**config.mk**
```make
export PLATFORM = sky130hd
export DESIGN_NAME = pdh_regs
export DESIGN_NICKNAME = d
export VERILOG_FILES = /design/src/rtl/pdh_pkg.sv /design/src/rtl/pdh_regs.sv
export SDC_FILE = /design/constraint.sdc
export NUM_CORES = 1
export LEC_CHECK = 0
export BUFFER_PORTS_ARGS = -buffer_cell sky130_fd_sc_hd__buf_2
export CAP_MARGIN = 20
export CORE_UTILIZATION = 47
export CTS_BUF_LIST = sky130_fd_sc_hd__clkbuf_8
export CTS_CLUSTER_DIAMETER = 120
export DETAILED_ROUTE_END_ITERATION = 7
export GPL_ROUTABILITY_DRIVEN = 0
export GPL_TIMING_DRIVEN = 0
export PLACE_DENSITY = 0.79
export SLEW_MARGIN = 20
export SYNTH_ARGS = -nofsm -noshare
export SYNTH_HDL_FRONTEND = slang
export SYNTH_SLANG_ARGS = --single-unit
```
**constraint.sdc**
```tcl
create_clock -name i_clk -period 1.66 [get_ports i_clk]
set_input_delay 0.332 -clock i_clk [delete_from_list [all_inputs] [get_ports i_clk]]
set_output_delay 0.332 -clock i_clk [all_outputs]
set_load 0.02 [all_outputs]
```
**src/rtl/pdh_pkg.sv**
```systemverilog
// Package for the periodic pair distance histogram.
// Holds the payload structs, configuration and control types and sizing constants.
// No dependencies.
package pdh_pkg;

    // Histogram sizing.
    localparam int NUM_BINS    = 64;
    localparam int BIN_IDX_W   = $clog2(NUM_BINS);
    localparam int USED_W      = 7;
    localparam int COUNT_WIDTH = 32;

    // Iteration counts of the shared divider and of the square root unit.
    localparam int DIV_STEPS  = 33;
    localparam int SQRT_STEPS = 32;
    localparam int CNT_W      = 6;

    // Configuration register indexes.
    localparam logic [2:0] REG_BOX_X     = 3'd0;
    localparam logic [2:0] REG_BOX_Y     = 3'd1;
    localparam logic [2:0] REG_BOX_Z     = 3'd2;
    localparam logic [2:0] REG_BIN_WIDTH = 3'd3;
    localparam logic [2:0] REG_BINS_USED = 3'd4;

    // Item actions. The remaining code is ignored by the block.
    localparam logic [1:0] ACT_CLEAR   = 2'd0;
    localparam logic [1:0] ACT_ACCUM   = 2'd1;
    localparam logic [1:0] ACT_READ    = 2'd2;
    localparam logic [1:0] ACT_IGNORED = 2'd3;

    typedef struct packed {
        logic [1:0]         action;
        logic signed [31:0] a_x;
        logic signed [31:0] a_y;
        logic signed [31:0] a_z;
        logic signed [31:0] b_x;
        logic signed [31:0] b_y;
        logic signed [31:0] b_z;
    } t_in_item;

    typedef struct packed {
        logic [5:0]  bin_index;
        logic [31:0] bin_count;
        logic        last_bin;
    } t_out_item;

    typedef struct packed {
        logic [30:0]       box_x;
        logic [30:0]       box_y;
        logic [30:0]       box_z;
        logic [30:0]       bin_width;
        logic [USED_W-1:0] bins_used;
    } t_cfg;

    typedef enum logic [3:0] {
        S_IDLE,
        S_MOD_INIT,
        S_MOD_STEP,
        S_MINIMG,
        S_SQUARE,
        S_ACCUM,
        S_SQRT_INIT,
        S_SQRT_STEP,
        S_BIN_INIT,
        S_BIN_STEP,
        S_BIN_CHECK,
        S_MEM_WR,
        S_RD_FETCH,
        S_RD_OUT
    } t_state;

    typedef enum logic [3:0] {
        OP_NONE,
        OP_LOAD,
        OP_CLEAR,
        OP_MOD_INIT,
        OP_DIV_STEP,
        OP_MINIMG,
        OP_SQUARE,
        OP_ACCUM,
        OP_SQRT_INIT,
        OP_SQRT_STEP,
        OP_BIN_INIT,
        OP_MEM_RD,
        OP_MEM_WR,
        OP_RD_FETCH,
        OP_RD_OUT
    } t_dp_op;

    typedef struct packed {
        t_dp_op               op;
        logic [1:0]           axis;
        logic [BIN_IDX_W-1:0] idx;
        logic                 last;
    } t_dp_cmd;

    typedef struct packed {
        logic              out_full;
        logic              bin_hit;
        logic [USED_W-1:0] used;
    } t_dp_sts;

endpackage

```
**src/rtl/pdh_regs.sv**
```systemverilog
// Configuration register file with an APB-style access port.
// Depends on pdh_pkg for the register indexes and the configuration struct.
module pdh_regs (
    input  logic              i_clk,
    input  logic              i_rst_n,
    input  logic              psel,
    input  logic              penable,
    input  logic              pwrite,
    input  logic [4:0]        paddr,
    input  logic [31:0]       pwdata,
    output logic [31:0]       prdata,
    output logic              pready,
    output pdh_pkg::t_cfg     o_cfg
);

    pdh_pkg::t_cfg r_cfg;
    logic [2:0]    w_idx;
    logic          w_wr;

    assign w_idx  = paddr[4:2];
    assign w_wr   = psel && penable && pwrite;
    assign pready = 1'b1;
    assign o_cfg  = r_cfg;

    // Register writes; values are masked to the register width.
    always_ff @(posedge i_clk) begin
        if (!i_rst_n) begin
            r_cfg.box_x     <= 31'd4194304;
            r_cfg.box_y     <= 31'd4194304;
            r_cfg.box_z     <= 31'd4194304;
            r_cfg.bin_width <= 31'd65536;
            r_cfg.bins_used <= 7'd64;
        end else if (w_wr) begin
            unique case (w_idx)
                pdh_pkg::REG_BOX_X:     r_cfg.box_x     <= pwdata[30:0];
                pdh_pkg::REG_BOX_Y:     r_cfg.box_y     <= pwdata[30:0];
                pdh_pkg::REG_BOX_Z:     r_cfg.box_z     <= pwdata[30:0];
                pdh_pkg::REG_BIN_WIDTH: r_cfg.bin_width <= pwdata[30:0];
                pdh_pkg::REG_BINS_USED: r_cfg.bins_used <= pwdata[6:0];
                default: ;
            endcase
        end
    end

    // Read data.
    always_comb begin
        unique case (w_idx)
            pdh_pkg::REG_BOX_X:     prdata = {1'b0, r_cfg.box_x};
            pdh_pkg::REG_BOX_Y:     prdata = {1'b0, r_cfg.box_y};
            pdh_pkg::REG_BOX_Z:     prdata = {1'b0, r_cfg.box_z};
            pdh_pkg::REG_BIN_WIDTH: prdata = {1'b0, r_cfg.bin_width};
            pdh_pkg::REG_BINS_USED: prdata = {25'd0, r_cfg.bins_used};
            default:                prdata = 32'd0;
        endcase
    end

endmodule

```
# After elaboration in Yosys (flattened, before gate mapping)

Cells that the tools add are included.

Add/sub/neg operators: 0
$mul: 0
Div/mod/pow operators: 0
Order comparisons: 0
Eq/ne operators: 4
Shift operators: 0
Multiplexer cells: 1
Bitwise operators: 0
Reduce and logical (&&, ||, !) cells: 8

Operators by type and width:

| operator           | number |
|---|---|
| $pmux 31 s5        | 1 |
| $reduce_and 2->1   | 5 |
| $eq 3x2->1 const B | 2 |
| $eq 3x1->1 const B | 1 |
| $eq 3x3->1 const B | 1 |
| $logic_not 3->1    | 1 |
| $logic_and 1x1->1  | 2 |

Bits in registers: 131
Bits in latches: 0
Memory bits (writable): 0
ROM bits: 0
Input bits: 42
Output and inout port bits: 164
Memories kept: 0

# Depth between registers and ports, before layout

Gate-level depths: netlist of the first run.

Word-level depth: 3
Mapped depth: 6

# Worst setup path before layout of the first run

Ideal clock, no wire load.

Kind: input to output
Start: input paddr[3]
End: output prdata[1]
Arrival: 1528 ps
Data required time: 1328 ps
Path slack: -200 ps
Stages on the path: 6
Cells stage by stage: buf_4 > buf_4 > buf_2 > buf_2 > a22oi_1 > o22ai_1

Cells in the longest elaborated chain, start to end: 2
Elaborated cells between the ends (all ways): 6
Classes of those cells: 4 x eq/ne; 1 x mux; 1 x reduce/logical

RTL lines:

| element                                  | line           | RTL |
|---|---|---|
| from (decl)                              | pdh_regs.sv:9  | `input logic [4:0] paddr,` |
| $eq 3x3->1, or another cell as far along | pdh_regs.sv:47 | `unique case (w_idx)` |
| $pmux 31 s5 *                            | pdh_regs.sv:47 |  |
| to (decl)                                | pdh_regs.sv:11 | `output logic [31:0] prdata,` |

Every way passes the cells marked *; elsewhere a longest branch is shown, timed or not.

# Worst setup path in the final report of the first run

Start: register r_cfg, in the netlist o_cfg[91]
End: output prdata[22]

Cells in the longest elaborated chain, start to end: 1

RTL lines:

| element     | line           | RTL |
|---|---|---|
| from (decl) | pdh_regs.sv:16 | `pdh_pkg::t_cfg r_cfg;` |
| $pmux 31 s5 | pdh_regs.sv:47 |  |

No other way between the ends.

==> flow_metrics.env, run 1 <==
export IMPL_wl_met3_microns=1750
export IMPL_clk_pin_slew_ns=0.07
export IMPL_path_max_fanout=2
export IMPL_ys_top_cells_by_area="dfxtp_1, mux2i_1, nand2_1"
export IMPL_die_y_microns=114
export IMPL_yosys_warnings=0
export IMPL_crit_slowest_cell="mux4_2"
export IMPL_die_x_microns=114
export IMPL_wl_met2_microns=9940
export IMPL_syn_num_nets=608
export IMPL_largest_reg_flops=131
export IMPL_cts_root_buf="clkbuf_8"
export IMPL_worst_slack_ns=-0.248
export IMPL_area_delta_synth_final_pct=43.7
export IMPL_hold_path_class="primary input to flip-flop"
export IMPL_status="finished with violations"
export IMPL_finalCritPeriodShare_pct=115
export IMPL_worst_slew_pin_slew_ns=0.660
export IMPL_end_kind="output pin"
export IMPL_utilization_pct=70.0
export IMPL_synth_edf_count=0
export IMPL_grt_setup_unrepaired="yes"
export IMPL_clk_latency_ns=0.45
export IMPL_cpPeakStageDelay_ns=0.45
export IMPL_antenna_found_initial=0
export IMPL_synth_seq_cells=131
export IMPL_num_io_pins=206
export IMPL_critical_path_required_ns=1.33
export IMPL_max_slew_margin_pct=56.0
export IMPL_hold_viol_final=0
export IMPL_cp_cell_sequence="mux4_2, nor2b_1, buf_4"
export IMPL_cts_buffers=17
export IMPL_skew_ns=0
export IMPL_synth_area_leader_cell="dfxtp_1"
export IMPL_reg2reg_depth=4
export IMPL_yosysSeqAreaShare_pct=44.5
export IMPL_wl_met1_microns=8010
export IMPL_tns_ns=-5.68
export IMPL_syn_avg_cell_area_sq_um=10.4
export IMPL_port_buffers=196
export IMPL_synthArstFlopShare_pct=0
export IMPL_regToRegStartpoint="o_cfg[77]"
export IMPL_layout_drive_gt1_share_pct=55.7
export IMPL_grt_overflow_total=0
export IMPL_initialDrtViolationCount=371
export IMPL_finalCriticalPeriod_ns=1.91
export IMPL_core_area_sq_um=12100
export IMPL_top_layer_used="met4"
export IMPL_nets=887
export IMPL_power_density_nw_per_um2=736
export IMPL_whs_ns=0.153
export IMPL_wl_microns=20200
export IMPL_fin_area_sq_um=8480
export IMPL_post_place_ws_ns=-0.466
export IMPL_rr_endpoint="o_cfg[77]"
export IMPL_syn_inst=566
export IMPL_synth_most_common_cell="nand2_1"
export IMPL_total_leakage_power_nw=3.75
export IMPL_vias=5545
export IMPL_drtAntennaViolNets=0
export IMPL_synth_top_area_share_pct=44.5
export IMPL_finalMaxSlewViolations=0
export IMPL_dp_hpwl_microns=13300
export IMPL_timing_max_cap_violations=0
export IMPL_clk_path_buf_depth=2
export IMPL_placed_cell_area_sq_um=7130
export IMPL_die_area_sq_um=13000
export IMPL_crit_end="prdata[22]"
export IMPL_cts_tree="done"
export IMPL_cts_sinks=131
export IMPL_grt_max_degree=17
export IMPL_hold_path_startpoint="pwdata[22]"
export IMPL_route_detailed_drc=0
export IMPL_synth_cell_type_count=26
export IMPL_r2r_setup_slack_ns=0.85
export IMPL_violations="setup timing"
export IMPL_setup_viol=31
export IMPL_cts_htree_levels=4
export IMPL_first_pass_iters=5
export IMPL_hold_buffers=0
export IMPL_max_freq_mhz=524
export IMPL_synthTopCellsByCount="nand2_1, dfxtp_1, mux2i_1, nor2b_1, mux4_2"
export IMPL_diodes=0
export IMPL_peakVddDrop_v=0.000607
export IMPL_grt_pass1_vias=5589
export IMPL_grt_total_usage_pct=31.2
export IMPL_fp_row_count=40
export IMPL_wl_per_cell_microns=19.7
export IMPL_cp_start_kind="flip-flop"
export IMPL_grt_pass1_wl_microns=30200
export IMPL_cp_arrival_ns=1.58
export IMPL_initial_core_util_pct=48.7
export IMPL_vias_per_cell=5.41
export IMPL_crit_type="flip-flop to output pin"
export IMPL_syn_area_sq_um=5900
export IMPL_synthFlopType="dfxtp_1"
export IMPL_crit_start="o_cfg[91]"
layer usage:
metal | vias up | global-route usage (%)
met5 | - | 0
met4 | 0 | 11.5
met3 | 32 | 9.09
met2 | 311 | 52.8
met1 | 2693 | 37.7
li1 | 2509 | -
cells in the final DEF (no fill, tap or decap), types with 4 or more instances in the layout:
master	netlist	final
o22ai_1	7	4
a22oi_2	0	7
buf_4	8	84
dfxtp_2	0	97
nor2b_4	0	18
mux2i_1	129	129
clkinv_2	0	4
buf_2	9	167
buf_6	7	31
dfxtp_1	131	34
clkbuf_2	0	4
inv_1	2	7
mux4_2	24	24
nor2b_1	31	13
mux2_4	0	4
nand2_1	159	159
a22oi_1	14	7
clkbuf_8	0	21
clkbuf_1	23	18
repair_timing:
item / 4_1_cts / 5_1_grt
hold endpoints to repair: 0 / 0
pin swaps: 5 / 1
setup buffers: 54 / 10
setup endpoints to repair: 31 / 31
gates resized for setup: 162 / 51
critical path: cells and delay by family (launching register included):
family	cells	cell delay, ns
AND/OR/NAND/NOR	1	0.16
flip-flops	1	0.34
buffers and inverters	1	0.19
multiplexers	1	0.45
how the worst min path moves through the flow:
stage,endpoint,slack (ns),cells after the start
after floorplan,o_cfg[29],0.47,2
after global placement,o_cfg[40],0.45,2
after detailed placement,o_cfg[93],0.46,2
after CTS,o_cfg[29],0.13,3
after global routing,o_cfg[29],0.16,3
final,o_cfg[29],0.15,3
cell families (layout without fill, tap and decap cells):
group | after synthesis | after routing | share of synthesized area, %
flops | 131 | 131 | 44.5
buf+inv | 49 | 340 | 4.71
other cells | 2 | 2 | 0.127
compound gates | 24 | 24 | 2.88
mux | 160 | 160 | 32.4
simple gates | 200 | 200 | 15.4
stage by stage:
stage / power, mW / cells
after global routing: 6.45 / 1025
after global placement: 3.74 / 930
after CTS: 6.24 / 1015
final: 6.24 / 1025
after detailed placement: 3.75 / 930
after floorplan: 3.56 / 566
area by class of cell:
class	count	area [sq um]
multi-input combinational	386	3210
buffer	47	333
fill	926	3630
inverter	2	7.51
sequential	131	2740
timing repair buffer	260	1620
tap	168	210
clock buffer	21	289
clock inverter	10	68.8
report_power, final:
group	switching [mW]	internal [mW]	leakage, nW	total [mW]
combinational	0.367	0.202	2.44	0.569
sequential	0.0168	3.17	1.10	3.18
clock	1.19	1.30	0.207	2.49
total	1.58	4.66	3.75	6.24
Power figures use the tool's default switching activity.
==> inputs of run 2 (changes only) <==
--- a/config.mk
+++ b/config.mk
@@ -7,6 +7,7 @@
 export LEC_CHECK = 0
 export BUFFER_PORTS_ARGS = -buffer_cell sky130_fd_sc_hd__buf_2
 export CAP_MARGIN = 20
+export CORE_ASPECT_RATIO = 1.25
 export CORE_UTILIZATION = 47
 export CTS_BUF_LIST = sky130_fd_sc_hd__clkbuf_8
 export CTS_CLUSTER_DIAMETER = 120
==> run 2 against run 1 <==
Compared with the run above: the run still ends with setup timing left; design area down 0.37%; wire length down 1.5%; total power up 4.8%; utilization down 0.55 points; combinational power down 2%; setup slack better by 0.0056 ns; critical path type unchanged; highest routed layer unchanged.
==> flow_metrics.env, run 2 (synthesis results as in run 1) <==
export IMPL_status="finished with violations"
export IMPL_violations="setup timing"
export IMPL_area_delta_synth_final_pct=43.2
export IMPL_worst_slack_ns=-0.242
export IMPL_clk_path_buf_depth=2
export IMPL_port_buffers=196
export IMPL_total_leakage_power_nw=3.72
export IMPL_fp_row_count=45
export IMPL_hold_viol_final=0
export IMPL_total_power_mw=6.54
export IMPL_tns_ns=-5.62
export IMPL_initialDrtViolationCount=320
export IMPL_finalCritPeriodShare_pct=115
export IMPL_fillers=923
export IMPL_min_to="o_cfg[29]"
export IMPL_use_met3_pct=8.42
export IMPL_grt_setup_unrepaired="yes"
export IMPL_largest_reg_flops=131
export IMPL_cts_tree="done"
export IMPL_timing_max_cap_violations=0
export IMPL_hold_path_startpoint="pwdata[22]"
export IMPL_die_y_microns=127
export IMPL_grtUsageMet1_pct=33.6
export IMPL_wl_per_cell_microns=19.5
export IMPL_final_cell_mix="buf_2, nand2_1, mux2i_1"
export IMPL_utilization_pct=69.4
export IMPL_nets=883
export IMPL_power_density_nw_per_um2=774
export IMPL_critical_path_required_ns=1.33
export IMPL_grt_max_degree=17
export IMPL_vias=5531
export IMPL_worst_slew_pin_slew_ns=0.642
export IMPL_num_io_pins=206
export IMPL_max_slew_margin_pct=57.2
export IMPL_min_path_cells=3
export IMPL_wl_microns=19900
export IMPL_grt_overflow_total=0
export IMPL_skew_ns=0
export IMPL_reg2reg_depth=4
export IMPL_regToRegStartpoint="o_cfg[19]"
export IMPL_cts_htree_levels=4
export IMPL_busiest_layer="met2"
export IMPL_hold_path_class="primary input to flip-flop"
export IMPL_grt_total_usage_pct=31.0
export IMPL_finalMaxSlewViolations=0
export IMPL_cts_sinks=131
export IMPL_rr_endpoint="o_cfg[19]"
export IMPL_die_x_microns=102
export IMPL_antenna_found_initial=1
export IMPL_first_pass_iters=5
export IMPL_initial_core_util_pct=48.5
export IMPL_cts_buffers=17
export IMPL_clk_latency_ns=0.44
export IMPL_cts_root_buf="clkbuf_8"
export IMPL_r2r_setup_slack_ns=0.83
export IMPL_peakVddDrop_v=0.000522
export IMPL_core_area_sq_um=12200
export IMPL_cp_arrival_ns=1.57
export IMPL_multi_input_area_sq_um=3180
export IMPL_cp_start_kind="flip-flop"
export IMPL_die_area_sq_um=13000
export IMPL_route_detailed_drc=0
export IMPL_vias_per_cell=5.43
export IMPL_clk_pin_slew_ns=0.07
export IMPL_path_max_fanout=3
export IMPL_layout_commonest_cell="buf_2"
export IMPL_diodes=0
export IMPL_max_freq_mhz=526
export IMPL_end_kind="output pin"
export IMPL_crit_start="o_cfg[23]"
export IMPL_finalCriticalPeriod_ns=1.90
export IMPL_drtAntennaViolNets=0
export IMPL_grt_pass1_wl_microns=29700
export IMPL_grt_pass1_vias=5775
export IMPL_hold_buffers=0
export IMPL_register_area_sq_um=2740
export IMPL_layout_drive_gt1_share_pct=55.4
export IMPL_setup_viol=31
export IMPL_dp_hpwl_microns=13100
export IMPL_met2_usage_pct=53.3
export IMPL_crit_type="flip-flop to output pin"
==> run 2: worst max-delay path by stage <==
stage / endpoint / slack, ns / cells after the start
after floorplan: prdata[6] / -0.06 / 5
after global placement: prdata[23] / -0.42 / 5
after detailed placement: prdata[23] / -0.43 / 5
after CTS: prdata[22] / -0.26 / 3
after global routing: prdata[27] / -0.27 / 3
final: prdata[16] / -0.24 / 3
==> run 2: where the power goes <==
group	internal, mW	switching [mW]	leakage, nW
clock	1.51	1.29	0.198
sequential	3.17	0.0170	1.10
combinational	0.198	0.358	2.42
total	4.87	1.66	3.72
==> run 2: per-stage QoR <==
| step | cell area, sq um | hold slack, ns | worst slack (ns) | cells |
|---|---|---|---|---|
| global placement | 7130 | 0.450 | -0.415 | 926 |
| floorplan | 5940 | 0.474 | -0.0589 | 566 |
| finish | 8450 | 0.151 | -0.242 | 1018 |
| detailed placement | 7130 | 0.460 | -0.426 | 926 |
| CTS | 8330 | 0.137 | -0.255 | 1013 |
| global route | 8450 | 0.171 | -0.271 | 1018 |
==> run 2: area by class of cell <==
type / instances / area share [%]
repair buffers: 256 / 18.7
plain buffers: 47 / 3.85
multi-input cells: 386 / 37.7
clock buffers: 18 / 2.93
well taps: 164 / 2.43
flip-flops and latches: 131 / 32.4
clock inverters: 14 / 1.94
inverters: 2 / 0.0889
==> run 2: timing repair <==
action                     in CTS  in global routing
gates resized for setup       159                 34
hold endpoints to repair        0                  0
setup endpoints to repair      31                 31
setup buffers                  55                  5
pin swaps                       4                  0
==> run 2: worst max-delay path: stages, from the launching register on <==
cell and delay, ns:
dfxtp_2 0.34, mux4_2 0.48, nor2b_4 0.16, buf_6 0.15
==> run 2: routing by layer <==
metal,routed length (microns),vias to the layer above
li1,-,2502
met2,10100,274
met1,7430,2698
met5,0,-
met3,1580,57
met4,715,0
