$ cat src/rtl/pdh_pkg.sv
// Package for the periodic pair distance histogram.
// Holds the payload structs, configuration and control types and sizing constants.
// No dependencies.
package pdh_pkg;

    // Histogram sizing.
    localparam int NUM_BINS    = 64;
    localparam int BIN_IDX_W   = $clog2(NUM_BINS);
    localparam int USED_W      = 7;
    localparam int COUNT_WIDTH = 32;

    // Iteration counts of the shared divider and of the square root unit.
    localparam int DIV_STEPS  = 33;
    localparam int SQRT_STEPS = 32;
    localparam int CNT_W      = 6;

    // Configuration register indexes.
    localparam logic [2:0] REG_BOX_X     = 3'd0;
    localparam logic [2:0] REG_BOX_Y     = 3'd1;
    localparam logic [2:0] REG_BOX_Z     = 3'd2;
    localparam logic [2:0] REG_BIN_WIDTH = 3'd3;
    localparam logic [2:0] REG_BINS_USED = 3'd4;

    // Item actions. The remaining code is ignored by the block.
    localparam logic [1:0] ACT_CLEAR   = 2'd0;
    localparam logic [1:0] ACT_ACCUM   = 2'd1;
    localparam logic [1:0] ACT_READ    = 2'd2;
    localparam logic [1:0] ACT_IGNORED = 2'd3;

    typedef struct packed {
        logic [1:0]         action;
        logic signed [31:0] a_x;
        logic signed [31:0] a_y;
        logic signed [31:0] a_z;
        logic signed [31:0] b_x;
        logic signed [31:0] b_y;
        logic signed [31:0] b_z;
    } t_in_item;

    typedef struct packed {
        logic [5:0]  bin_index;
        logic [31:0] bin_count;
        logic        last_bin;
    } t_out_item;

    typedef struct packed {
        logic [30:0]       box_x;
        logic [30:0]       box_y;
        logic [30:0]       box_z;
        logic [30:0]       bin_width;
        logic [USED_W-1:0] bins_used;
    } t_cfg;

    typedef enum logic [3:0] {
        S_IDLE,
        S_MOD_INIT,
        S_MOD_STEP,
        S_MINIMG,
        S_SQUARE,
        S_ACCUM,
        S_SQRT_INIT,
        S_SQRT_STEP,
        S_BIN_INIT,
        S_BIN_STEP,
        S_BIN_CHECK,
        S_MEM_WR,
        S_RD_FETCH,
        S_RD_OUT
    } t_state;

    typedef enum logic [3:0] {
        OP_NONE,
        OP_LOAD,
        OP_CLEAR,
        OP_MOD_INIT,
        OP_DIV_STEP,
        OP_MINIMG,
        OP_SQUARE,
        OP_ACCUM,
        OP_SQRT_INIT,
        OP_SQRT_STEP,
        OP_BIN_INIT,
        OP_MEM_RD,
        OP_MEM_WR,
        OP_RD_FETCH,
        OP_RD_OUT
    } t_dp_op;

    typedef struct packed {
        t_dp_op               op;
        logic [1:0]           axis;
        logic [BIN_IDX_W-1:0] idx;
        logic                 last;
    } t_dp_cmd;

    typedef struct packed {
        logic              out_full;
        logic              bin_hit;
        logic [USED_W-1:0] used;
    } t_dp_sts;

endpackage

$ cat src/rtl/pdh_ctrl.sv
// Controller state machine: sequences the datapath through modulo, square,
// square root, binning, bin update and readout. Depends on pdh_pkg.
module pdh_ctrl (
    input  logic              i_clk,
    input  logic              i_rst_n,
    input  logic              i_in_valid,
    input  logic [1:0]        i_action,
    input  pdh_pkg::t_dp_sts  i_sts,
    output logic              o_in_ready,
    output pdh_pkg::t_dp_cmd  o_cmd
);

    pdh_pkg::t_state r_state, n_state;
    logic [pdh_pkg::CNT_W-1:0]     r_cnt, n_cnt;
    logic [1:0]                    r_axis, n_axis;
    logic [pdh_pkg::BIN_IDX_W-1:0] r_idx, n_idx;
    logic                          w_acc;
    logic                          w_last;

    assign o_in_ready = (r_state == pdh_pkg::S_IDLE);
    assign w_acc      = o_in_ready && i_in_valid;
    assign w_last     = {1'b0, r_idx} == pdh_pkg::USED_W'(i_sts.used - 1'b1);

    // State and counters.
    always_ff @(posedge i_clk) begin
        if (!i_rst_n) begin
            r_state <= pdh_pkg::S_IDLE;
            r_cnt   <= '0;
            r_axis  <= '0;
            r_idx   <= '0;
        end else begin
            r_state <= n_state;
            r_cnt   <= n_cnt;
            r_axis  <= n_axis;
            r_idx   <= n_idx;
        end
    end

    // Next state and datapath commands.
    always_comb begin
        n_state    = r_state;
        n_cnt      = r_cnt;
        n_axis     = r_axis;
        n_idx      = r_idx;
        o_cmd.op   = pdh_pkg::OP_NONE;
        o_cmd.axis = r_axis;
        o_cmd.idx  = r_idx;
        o_cmd.last = w_last;
        unique case (r_state)
            pdh_pkg::S_IDLE: begin
                if (w_acc) begin
                    if (i_action == pdh_pkg::ACT_CLEAR) begin
                        o_cmd.op = pdh_pkg::OP_CLEAR;
                    end else if (i_action == pdh_pkg::ACT_ACCUM) begin
                        o_cmd.op = pdh_pkg::OP_LOAD;
                        n_axis   = 2'd0;
                        n_state  = pdh_pkg::S_MOD_INIT;
                    end else if (i_action == pdh_pkg::ACT_READ
                                 && i_sts.used != '0) begin
                        n_idx   = '0;
                        n_state = pdh_pkg::S_RD_FETCH;
                    end
                end
            end
            pdh_pkg::S_MOD_INIT: begin
                o_cmd.op = pdh_pkg::OP_MOD_INIT;
                n_cnt    = '0;
                n_state  = pdh_pkg::S_MOD_STEP;
            end
            pdh_pkg::S_MOD_STEP: begin
                o_cmd.op = pdh_pkg::OP_DIV_STEP;
                n_cnt    = r_cnt + 1'b1;
                if (r_cnt == pdh_pkg::CNT_W'(pdh_pkg::DIV_STEPS - 1)) begin
                    n_state = pdh_pkg::S_MINIMG;
                end
            end
            pdh_pkg::S_MINIMG: begin
                o_cmd.op = pdh_pkg::OP_MINIMG;
                n_state  = pdh_pkg::S_SQUARE;
            end
            pdh_pkg::S_SQUARE: begin
                o_cmd.op = pdh_pkg::OP_SQUARE;
                n_state  = pdh_pkg::S_ACCUM;
            end
            pdh_pkg::S_ACCUM: begin
                o_cmd.op = pdh_pkg::OP_ACCUM;
                if (r_axis == 2'd2) begin
                    n_state = pdh_pkg::S_SQRT_INIT;
                end else begin
                    n_axis  = r_axis + 1'b1;
                    n_state = pdh_pkg::S_MOD_INIT;
                end
            end
            pdh_pkg::S_SQRT_INIT: begin
                o_cmd.op = pdh_pkg::OP_SQRT_INIT;
                n_cnt    = '0;
                n_state  = pdh_pkg::S_SQRT_STEP;
            end
            pdh_pkg::S_SQRT_STEP: begin
                o_cmd.op = pdh_pkg::OP_SQRT_STEP;
                n_cnt    = r_cnt + 1'b1;
                if (r_cnt == pdh_pkg::CNT_W'(pdh_pkg::SQRT_STEPS - 1)) begin
                    n_state = pdh_pkg::S_BIN_INIT;
                end
            end
            pdh_pkg::S_BIN_INIT: begin
                o_cmd.op = pdh_pkg::OP_BIN_INIT;
                n_cnt    = '0;
                n_state  = pdh_pkg::S_BIN_STEP;
            end
            pdh_pkg::S_BIN_STEP: begin
                o_cmd.op = pdh_pkg::OP_DIV_STEP;
                n_cnt    = r_cnt + 1'b1;
                if (r_cnt == pdh_pkg::CNT_W'(pdh_pkg::DIV_STEPS - 1)) begin
                    n_state = pdh_pkg::S_BIN_CHECK;
                end
            end
            pdh_pkg::S_BIN_CHECK: begin
                if (i_sts.bin_hit) begin
                    o_cmd.op = pdh_pkg::OP_MEM_RD;
                    n_state  = pdh_pkg::S_MEM_WR;
                end else begin
                    n_state = pdh_pkg::S_IDLE;
                end
            end
            pdh_pkg::S_MEM_WR: begin
                o_cmd.op = pdh_pkg::OP_MEM_WR;
                n_state  = pdh_pkg::S_IDLE;
            end
            pdh_pkg::S_RD_FETCH: begin
                o_cmd.op = pdh_pkg::OP_RD_FETCH;
                n_state  = pdh_pkg::S_RD_OUT;
            end
            pdh_pkg::S_RD_OUT: begin
                if (!i_sts.out_full) begin
                    o_cmd.op = pdh_pkg::OP_RD_OUT;
                    if (w_last) begin
                        n_state = pdh_pkg::S_IDLE;
                    end else begin
                        n_idx   = r_idx + 1'b1;
                        n_state = pdh_pkg::S_RD_FETCH;
                    end
                end
            end
            default: n_state = pdh_pkg::S_IDLE;
        endcase
    end

    // Step counter stays within the longest iteration.
    a_cnt_range: assert property (@(posedge i_clk) disable iff (!i_rst_n)
        (r_state == pdh_pkg::S_MOD_STEP || r_state == pdh_pkg::S_BIN_STEP)
            |-> r_cnt < pdh_pkg::CNT_W'(pdh_pkg::DIV_STEPS))
        else $error("division step counter overrun");

    // Readout never walks past the bins in use.
    a_rd_range: assert property (@(posedge i_clk) disable iff (!i_rst_n)
        r_state == pdh_pkg::S_RD_OUT |-> {1'b0, r_idx} < i_sts.used)
        else $error("readout index beyond bins in use");

    // A bin update always follows a successful bin check.
    a_rmw_order: assert property (@(posedge i_clk) disable iff (!i_rst_n)
        r_state == pdh_pkg::S_MEM_WR |-> $past(r_state) == pdh_pkg::S_BIN_CHECK)
        else $error("bin write without bin check");

endmodule
$ cat config.mk
export PLATFORM = sky130hd
export DESIGN_NAME = pdh_ctrl
export DESIGN_NICKNAME = d
export VERILOG_FILES = /design/src/rtl/pdh_pkg.sv /design/src/rtl/pdh_ctrl.sv
export SDC_FILE = /design/constraint.sdc
export NUM_CORES = 1
export LEC_CHECK = 0
export BUFFER_PORTS_ARGS = -buffer_cell sky130_fd_sc_hd__buf_4
export CAP_MARGIN = 20
export CORE_AREA = 5 5 57 59
export CTS_BUF_LIST = sky130_fd_sc_hd__clkbuf_2 sky130_fd_sc_hd__clkbuf_4 sky130_fd_sc_hd__clkbuf_8
export CTS_CLUSTER_SIZE = 10
export DETAILED_ROUTE_END_ITERATION = 6
export DIE_AREA = 0 0 62 64
export PLACE_DENSITY = 0.88
export SLEW_MARGIN = 20
export SYNTH_ARGS = -nofsm -noshare
export SYNTH_HDL_FRONTEND = slang
export SYNTH_SLANG_ARGS = --single-unit
export TNS_END_PERCENT = 20
$ cat constraint.sdc
create_clock -name i_clk -period 3.9 [get_ports i_clk]
set_input_delay 0.78 -clock i_clk [delete_from_list [all_inputs] [get_ports i_clk]]
set_output_delay 0.78 -clock i_clk [all_outputs]
set_load 0.01 [all_outputs]
## Word level (Yosys, flattened, before mapping)

Index checks and enable logic that the tools add are counted.

- Multiplexer cells: 30
- Reduce and logical (&&, ||, !) cells: 14
- Add/subtract/negate cells: 4
- Equality and inequality tests: 31

Operator list:

| kind | number |
|---|---|
| 4-bit case mux with 13 select lines | 2 |
| 4-bit two-way mux | 11 |
| 6-bit two-way mux | 6 |
| 4-bit == test, second input constant | 6 |
| 6-bit case mux with 2 select lines | 2 |
| 4-bit by 3-bit == test with 1-bit output, second input constant | 4 |
| 2-bit inequality test, second input constant | 8 |
| 7-bit AND reduction | 2 |
| 6-bit by 1-bit adder with 6-bit output, second input constant | 2 |
| 2-bit two-way mux | 6 |
| 4-bit by 2-bit == test with 1-bit output, second input constant | 2 |
| 6-bit by 7-bit == test with 1-bit output | 1 |
| 7-bit nonzero test | 1 |
| 7-bit by 1-bit subtractor with 7-bit output, second input constant | 1 |
| 6-bit by 5-bit == test with 1-bit output, second input constant | 1 |
| 6-bit == test, second input constant | 1 |
| 2-bit by 1-bit inequality test with 1-bit output, second input constant | 3 |
| 2-bit nonzero test | 3 |
| 3-bit OR reduction | 2 |
| 5-bit AND reduction | 1 |
| 2-bit == test, second input constant | 2 |
| 4-bit by 1-bit == test with 1-bit output, second input constant | 1 |
| 4-bit logical NOT | 1 |
| 2-bit case mux with 2 select lines | 1 |
| 8 further kinds | 9 |

- Input bits: 14
- Logic and storage cells: 83
- Bits in registers: 18
- Output and inout port bits: 14

## Logic depth before layout (Yosys ltp)

- Depth after elaboration: 7
- Mapped depth: 9
- Depth with buffers taken out: 8

## Worst setup path after synthesis

No wires, ideal clock.

- Kind: input to output
- Start point: in i_sts[0] in the netlist's numbering
- End point: out o_cmd[0] in the netlist's numbering
- Stages: 9
- Required time: 3120 ps
- Arrival time: 2052 ps
- Slack: 1068 ps
- Path buffers: 2
- Cells stage by stage: inv_1 -> ha_1 -> nand2b_1 -> and3b_1 -> o32ai_1 -> or3_1 -> buf_2 -> inv_1 -> buf_4

- Word-level cells in the longest chain between the ends: 2

RTL lines:

| what | line | text |
|---|---|---|
| start, declared | pdh_ctrl.sv:8 | `input pdh_pkg::t_dp_sts i_sts,` |
| 7-bit by 1-bit subtractor with 7-bit output | pdh_ctrl.sv:22 | `assign w_last = {1'b0, r_idx} == pdh_pkg::USED_W'(i_sts.used - 1'b1);` |
| 6-bit by 7-bit == test with 1-bit output | pdh_ctrl.sv:22 |  |
| end, declared | pdh_ctrl.sv:10 | `output pdh_pkg::t_dp_cmd o_cmd` |

No other way between the ends.

==> impl_table.tex <==
\begin{tabular}{lr}
\hline
Metric & Value \\
\hline
\multicolumn{2}{l}{\textbf{Synthesis}} \\
\quad Post-synth EDFFs & 0 \\
\quad Xor and xnor fraction of the mapped netlist area & 3.83\% \\
\quad Mean Syn Cell Area & 7.35 µm² \\
\quad Synthesis warning total & 0 \\
\quad \#FFs+latches synth & 18 \\
\quad Most repeated cell in the gate-level netlist after synthesis & sky130\_fd\_sc\_hd\_\_nor2\_1 \\
\quad Async set or reset register ratio after synthesis & 0\% \\
\quad Cells taking the most area after synthesis & sky130\_fd\_sc\_hd\_\_dfxtp\_1 23\%, sky130\_fd\_sc\_hd\_\_a21oi\_1 6.3\%, sky130\_fd\_sc\_hd\_\_o21ai\_0 6.3\% \\
\quad Fraction of the yosys area taken by sequential cells & 22.5\% \\
\quad Synth Net Count & 238 \\
\quad Cells after Synth & 218 \\
\quad Commonest register cell after synthesis & sky130\_fd\_sc\_hd\_\_dfxtp\_1 \\
\quad Post-synth design cell area & 1600 µm² \\
\quad Share of synthesized cell area in full adder, half adder and majority cells & 4.69\% \\
\quad Share of Yosys cell area claimed by the top area cell type & 22.5\% \\
\quad Synth cell types & 57 \\
\quad Portion of netlist area occupied by mux cells & 2.73\% \\
\quad Complex-gate fraction of the synthesized area & 27.1\% \\
\quad Top cells by instance count after synthesis & 23 x sky130\_fd\_sc\_hd\_\_nor2\_1, 20 x sky130\_fd\_sc\_hd\_\_a21oi\_1, 20 x sky130\_fd\_sc\_hd\_\_o21ai\_0, 18 x sky130\_fd\_sc\_hd\_\_dfxtp\_1, 17 x sky130\_fd\_sc\_hd\_\_nand2\_1 \\
\quad Cell type with the highest aggregate area in the netlist & sky130\_fd\_sc\_hd\_\_dfxtp\_1 \\
\quad Dominant combinational cell family by area after synthesis & simple AND/OR/NAND/NOR gates \\
\quad Synth Area in Simple Gates & 33.4\% \\
\multicolumn{2}{l}{\textbf{Die}} \\
\quad Number of standard-cell rows in the floorplan & 19 \\
\quad Die Y-Extent & 64 µm \\
\quad Floorplan die width & 62 µm \\
\quad Area of the core & 2660 µm² \\
\quad Die footprint & 3970 µm² \\
\quad Top Ports & 28 \\
\quad Initial core utilization & 60.2\% \\
\multicolumn{2}{l}{\textbf{Drt}} \\
\quad Number of vias per cell after detailed routing & 6.12 \\
\quad Detailed-routed wire length on met2 & 1940 µm \\
\quad Aggregate routed wire length & 3960 µm \\
\quad First-pass iteration count of the detailed router & 4 \\
\quad WL met3 & 211 µm \\
\quad Total routed wire length on the met1 layer & 1770 µm \\
\quad Average wire length per cell after detail routing & 14.7 µm \\
\quad Highest signal layer in the routed design & met4 \\
\quad Final ANT Viol Nets & 0 \\
\quad Via count & 1,652 \\
\quad Total DRC errors in the routed layout & 0 \\
\quad Detailed Route Iter0 Violations & 126 \\
\multicolumn{2}{l}{\textbf{Final layout}} \\
\quad Number of nets in the layout & 260 \\
\quad Count of placed standard cells in the final layout, fillers left out & 270 \\
\quad Fraction of layout instances using a drive strength above 1 & 20.1\% \\
\quad Antenna diodes & 0 \\
\quad Layout overhead on the synthesized area & 14.5\% \\
\quad Post-Layout Inst Area & 1830 µm² \\
\multicolumn{2}{l}{\textbf{CTS}} \\
\quad Clock tree from TritonCTS & built \\
\quad Post\_cts resized & 0 \\
\quad CTS H-tree lvls & 1 \\
\quad Number of buffers inserted for hold repair after clock tree synthesis & 0 \\
\quad TritonCTS buffer count & 3 \\
\quad Max Buffers Root-to-Sink & 2 \\
\quad Cell chosen for the clock root & sky130\_fd\_sc\_hd\_\_clkbuf\_4 \\
\quad Clk pin slew, worst setup/hold paths & 0.10 ns \\
\quad Source-to-sink clock delay at the later pin of the worst-skew pair & 0.32 ns \\
\quad Number of setup buffers added after CTS & 0 \\
\quad Clock sink total & 18 \\
\multicolumn{2}{l}{\textbf{GRT}} \\
\quad Maximum number of pins on one net before global-route repair & 23 \\
\quad Gr ovfl total & 0 \\
\quad Global-route wire length before repair & 6660 µm \\
\quad Vias in the first global route & 1,487 \\
\quad Antenna violations before repair & 0 \\
\quad Overall fraction of global-route tracks in use & 21.3\% \\
\multicolumn{2}{l}{\textbf{Pwr}} \\
\quad Maximum resistive drop on vdd & 0.000429 V \\
\quad Leakage Power & 0.723 nW \\
\quad Total power density per cell area & 520 nW/µm² \\
\multicolumn{2}{l}{\textbf{Timing}} \\
\quad Max\_slew headroom & 50.2\% \\
\quad Setup total negative slack & 0 ns \\
\quad Final Hold Viols & 0 \\
\quad Final Slew Violations & 0 \\
\quad Final worst path period share & 79.6\% \\
\quad Max Fclk & 322 MHz \\
\quad Unrepaired setup endpoints after global routing & no \\
\quad Minimum hold slack & 0.504 ns \\
\quad Clock skew after layout & 0.0197 ns \\
\quad Min Tclk post-route & 3.11 ns \\
\quad Worst Max-Slew Pin Slew & 0.746 ns \\
\quad \# setup viols final & 0 \\
\multicolumn{2}{l}{\textbf{Status}} \\
\quad Result of the run & finished, final reports clean \\
\multicolumn{2}{l}{\textbf{Setup path}} \\
\quad Worst Path Max Fanout & 6 \\
\quad Crit path launch type & input pin \\
\quad Data arrival at the endpoint of the critical path & 2.33 ns \\
\quad Kind of critical path & in2out \\
\quad Setup crit end kind & primary output \\
\quad Depth of the most critical reg-to-reg path & 6 \\
\quad Worst EP required & 3.12 ns \\
\quad R2r setup slk & 1.47 ns \\
\multicolumn{2}{l}{\textbf{Hold path}} \\
\quad Type of the tightest min-delay check & reg2reg \\
\quad Number of cells on the worst hold path & 1 \\
\multicolumn{2}{l}{\textbf{Place}} \\
\quad Number of port buffers & 27 \\
\quad Post-DP HPWL & 2960 µm \\
\quad Placed cells & 266 \\
\quad Cell Area, Placed & 1800 µm² \\
\quad RePlAce Congestion & 0.856 \\
\multicolumn{2}{l}{\textbf{Run}} \\
\quad Maximum capacitance violations & 0 \\
\hline
\end{tabular}
## worst paths after layout
check	startpoint	to
setup / recovery	i_sts[0]	o_cmd[0]
hold / removal	r_axis[0]	r_axis[0]
setup reg to reg	r_state[3]	r_idx[3]
hold reg to reg	r_axis[0]	r_axis[0]
## cell type report
cell class                 instances  area (µm²)
tap                               31        38.8
clock buffer                       4        36.3
fill                             238         830
multi-input combinational        178        1150
inverter                          12        45.0
sequential                        18         360
timing repair buffer              27         203
## cell families (layout without fill, tap and decap cells)
family / Yosys count / count (layout)
buffers and inverters: 22 / 43
adder cells (fa/ha/maj): 6 / 6
flip-flops: 18 / 18
XOR/XNOR: 7 / 7
multiplexers: 4 / 4
AO/OA/AOI/OAI: 67 / 67
AND/OR/NAND/NOR: 94 / 94
## cell usage in the layout, fill, tap and decap left out, types with 2 or more instances in the layout
cell type and n:
sky130_fd_sc_hd__a21oi_1 20, sky130_fd_sc_hd__a311oi_1 2, sky130_fd_sc_hd__and2_1 3, sky130_fd_sc_hd__and3b_1 2, sky130_fd_sc_hd__buf_4 27, sky130_fd_sc_hd__clkbuf_4 3, sky130_fd_sc_hd__dfxtp_1 18, sky130_fd_sc_hd__ha_1 6
sky130_fd_sc_hd__inv_1 12, sky130_fd_sc_hd__mux2_2 3, sky130_fd_sc_hd__nand2_1 17, sky130_fd_sc_hd__nand2b_1 9, sky130_fd_sc_hd__nand3_1 5, sky130_fd_sc_hd__nand3b_1 3, sky130_fd_sc_hd__nand4_1 4, sky130_fd_sc_hd__nor2_1 23
sky130_fd_sc_hd__nor2b_1 3, sky130_fd_sc_hd__nor3_1 5, sky130_fd_sc_hd__o211ai_1 2, sky130_fd_sc_hd__o21a_1 2, sky130_fd_sc_hd__o21ai_0 20, sky130_fd_sc_hd__o21ai_2 2, sky130_fd_sc_hd__o22a_1 2, sky130_fd_sc_hd__o22ai_1 2
sky130_fd_sc_hd__o311ai_0 2, sky130_fd_sc_hd__or3_1 5, sky130_fd_sc_hd__or3_4 2, sky130_fd_sc_hd__or3b_2 2, sky130_fd_sc_hd__xnor2_1 2, sky130_fd_sc_hd__xor2_1 5
## layer usage
layer | up-vias | GRT usage (%)
met1 | 761 | 28.3
met2 | 54 | 33.0
met4 | 0 | 7.43
li1 | 833 | -
met3 | 4 | 4.83
met5 | - | 0
## critical path, stage by stage
cell and delay, ns:
sky130_fd_sc_hd__buf_4 0.12, sky130_fd_sc_hd__inv_1 0.07, sky130_fd_sc_hd__ha_1 0.19, sky130_fd_sc_hd__nand2b_1 0.13, sky130_fd_sc_hd__o21ai_0 0.19, sky130_fd_sc_hd__nand4_1 0.15
sky130_fd_sc_hd__or3_1 0.50, sky130_fd_sc_hd__inv_1 0.09, sky130_fd_sc_hd__buf_4 0.11
## per-stage QoR
stage | power [mW] | worst slack [ns] | utilization, %
global route | 1.04 | 0.674 | 68.8
CTS | 0.953 | 0.796 | 68.8
global placement | 0.819 | 0.867 | 67.5
floorplan | 0.679 | 1.07 | -
detailed placement | 0.825 | 0.796 | 67.5
finish | 0.953 | 0.794 | 68.8
## registers in the layout (all words and copies together), names as in the netlist
register  count
r_axis        2
r_state       4
r_cnt         6
r_idx         6
## power by group
group	internal (mW)	switching [mW]	leakage, nW
Sequential	0.206	0.0876	0.146
Combinational	0.241	0.296	0.556
Clock	0.0571	0.0650	0.0210
No activity file was read; power rests on OpenSTA's default activity.
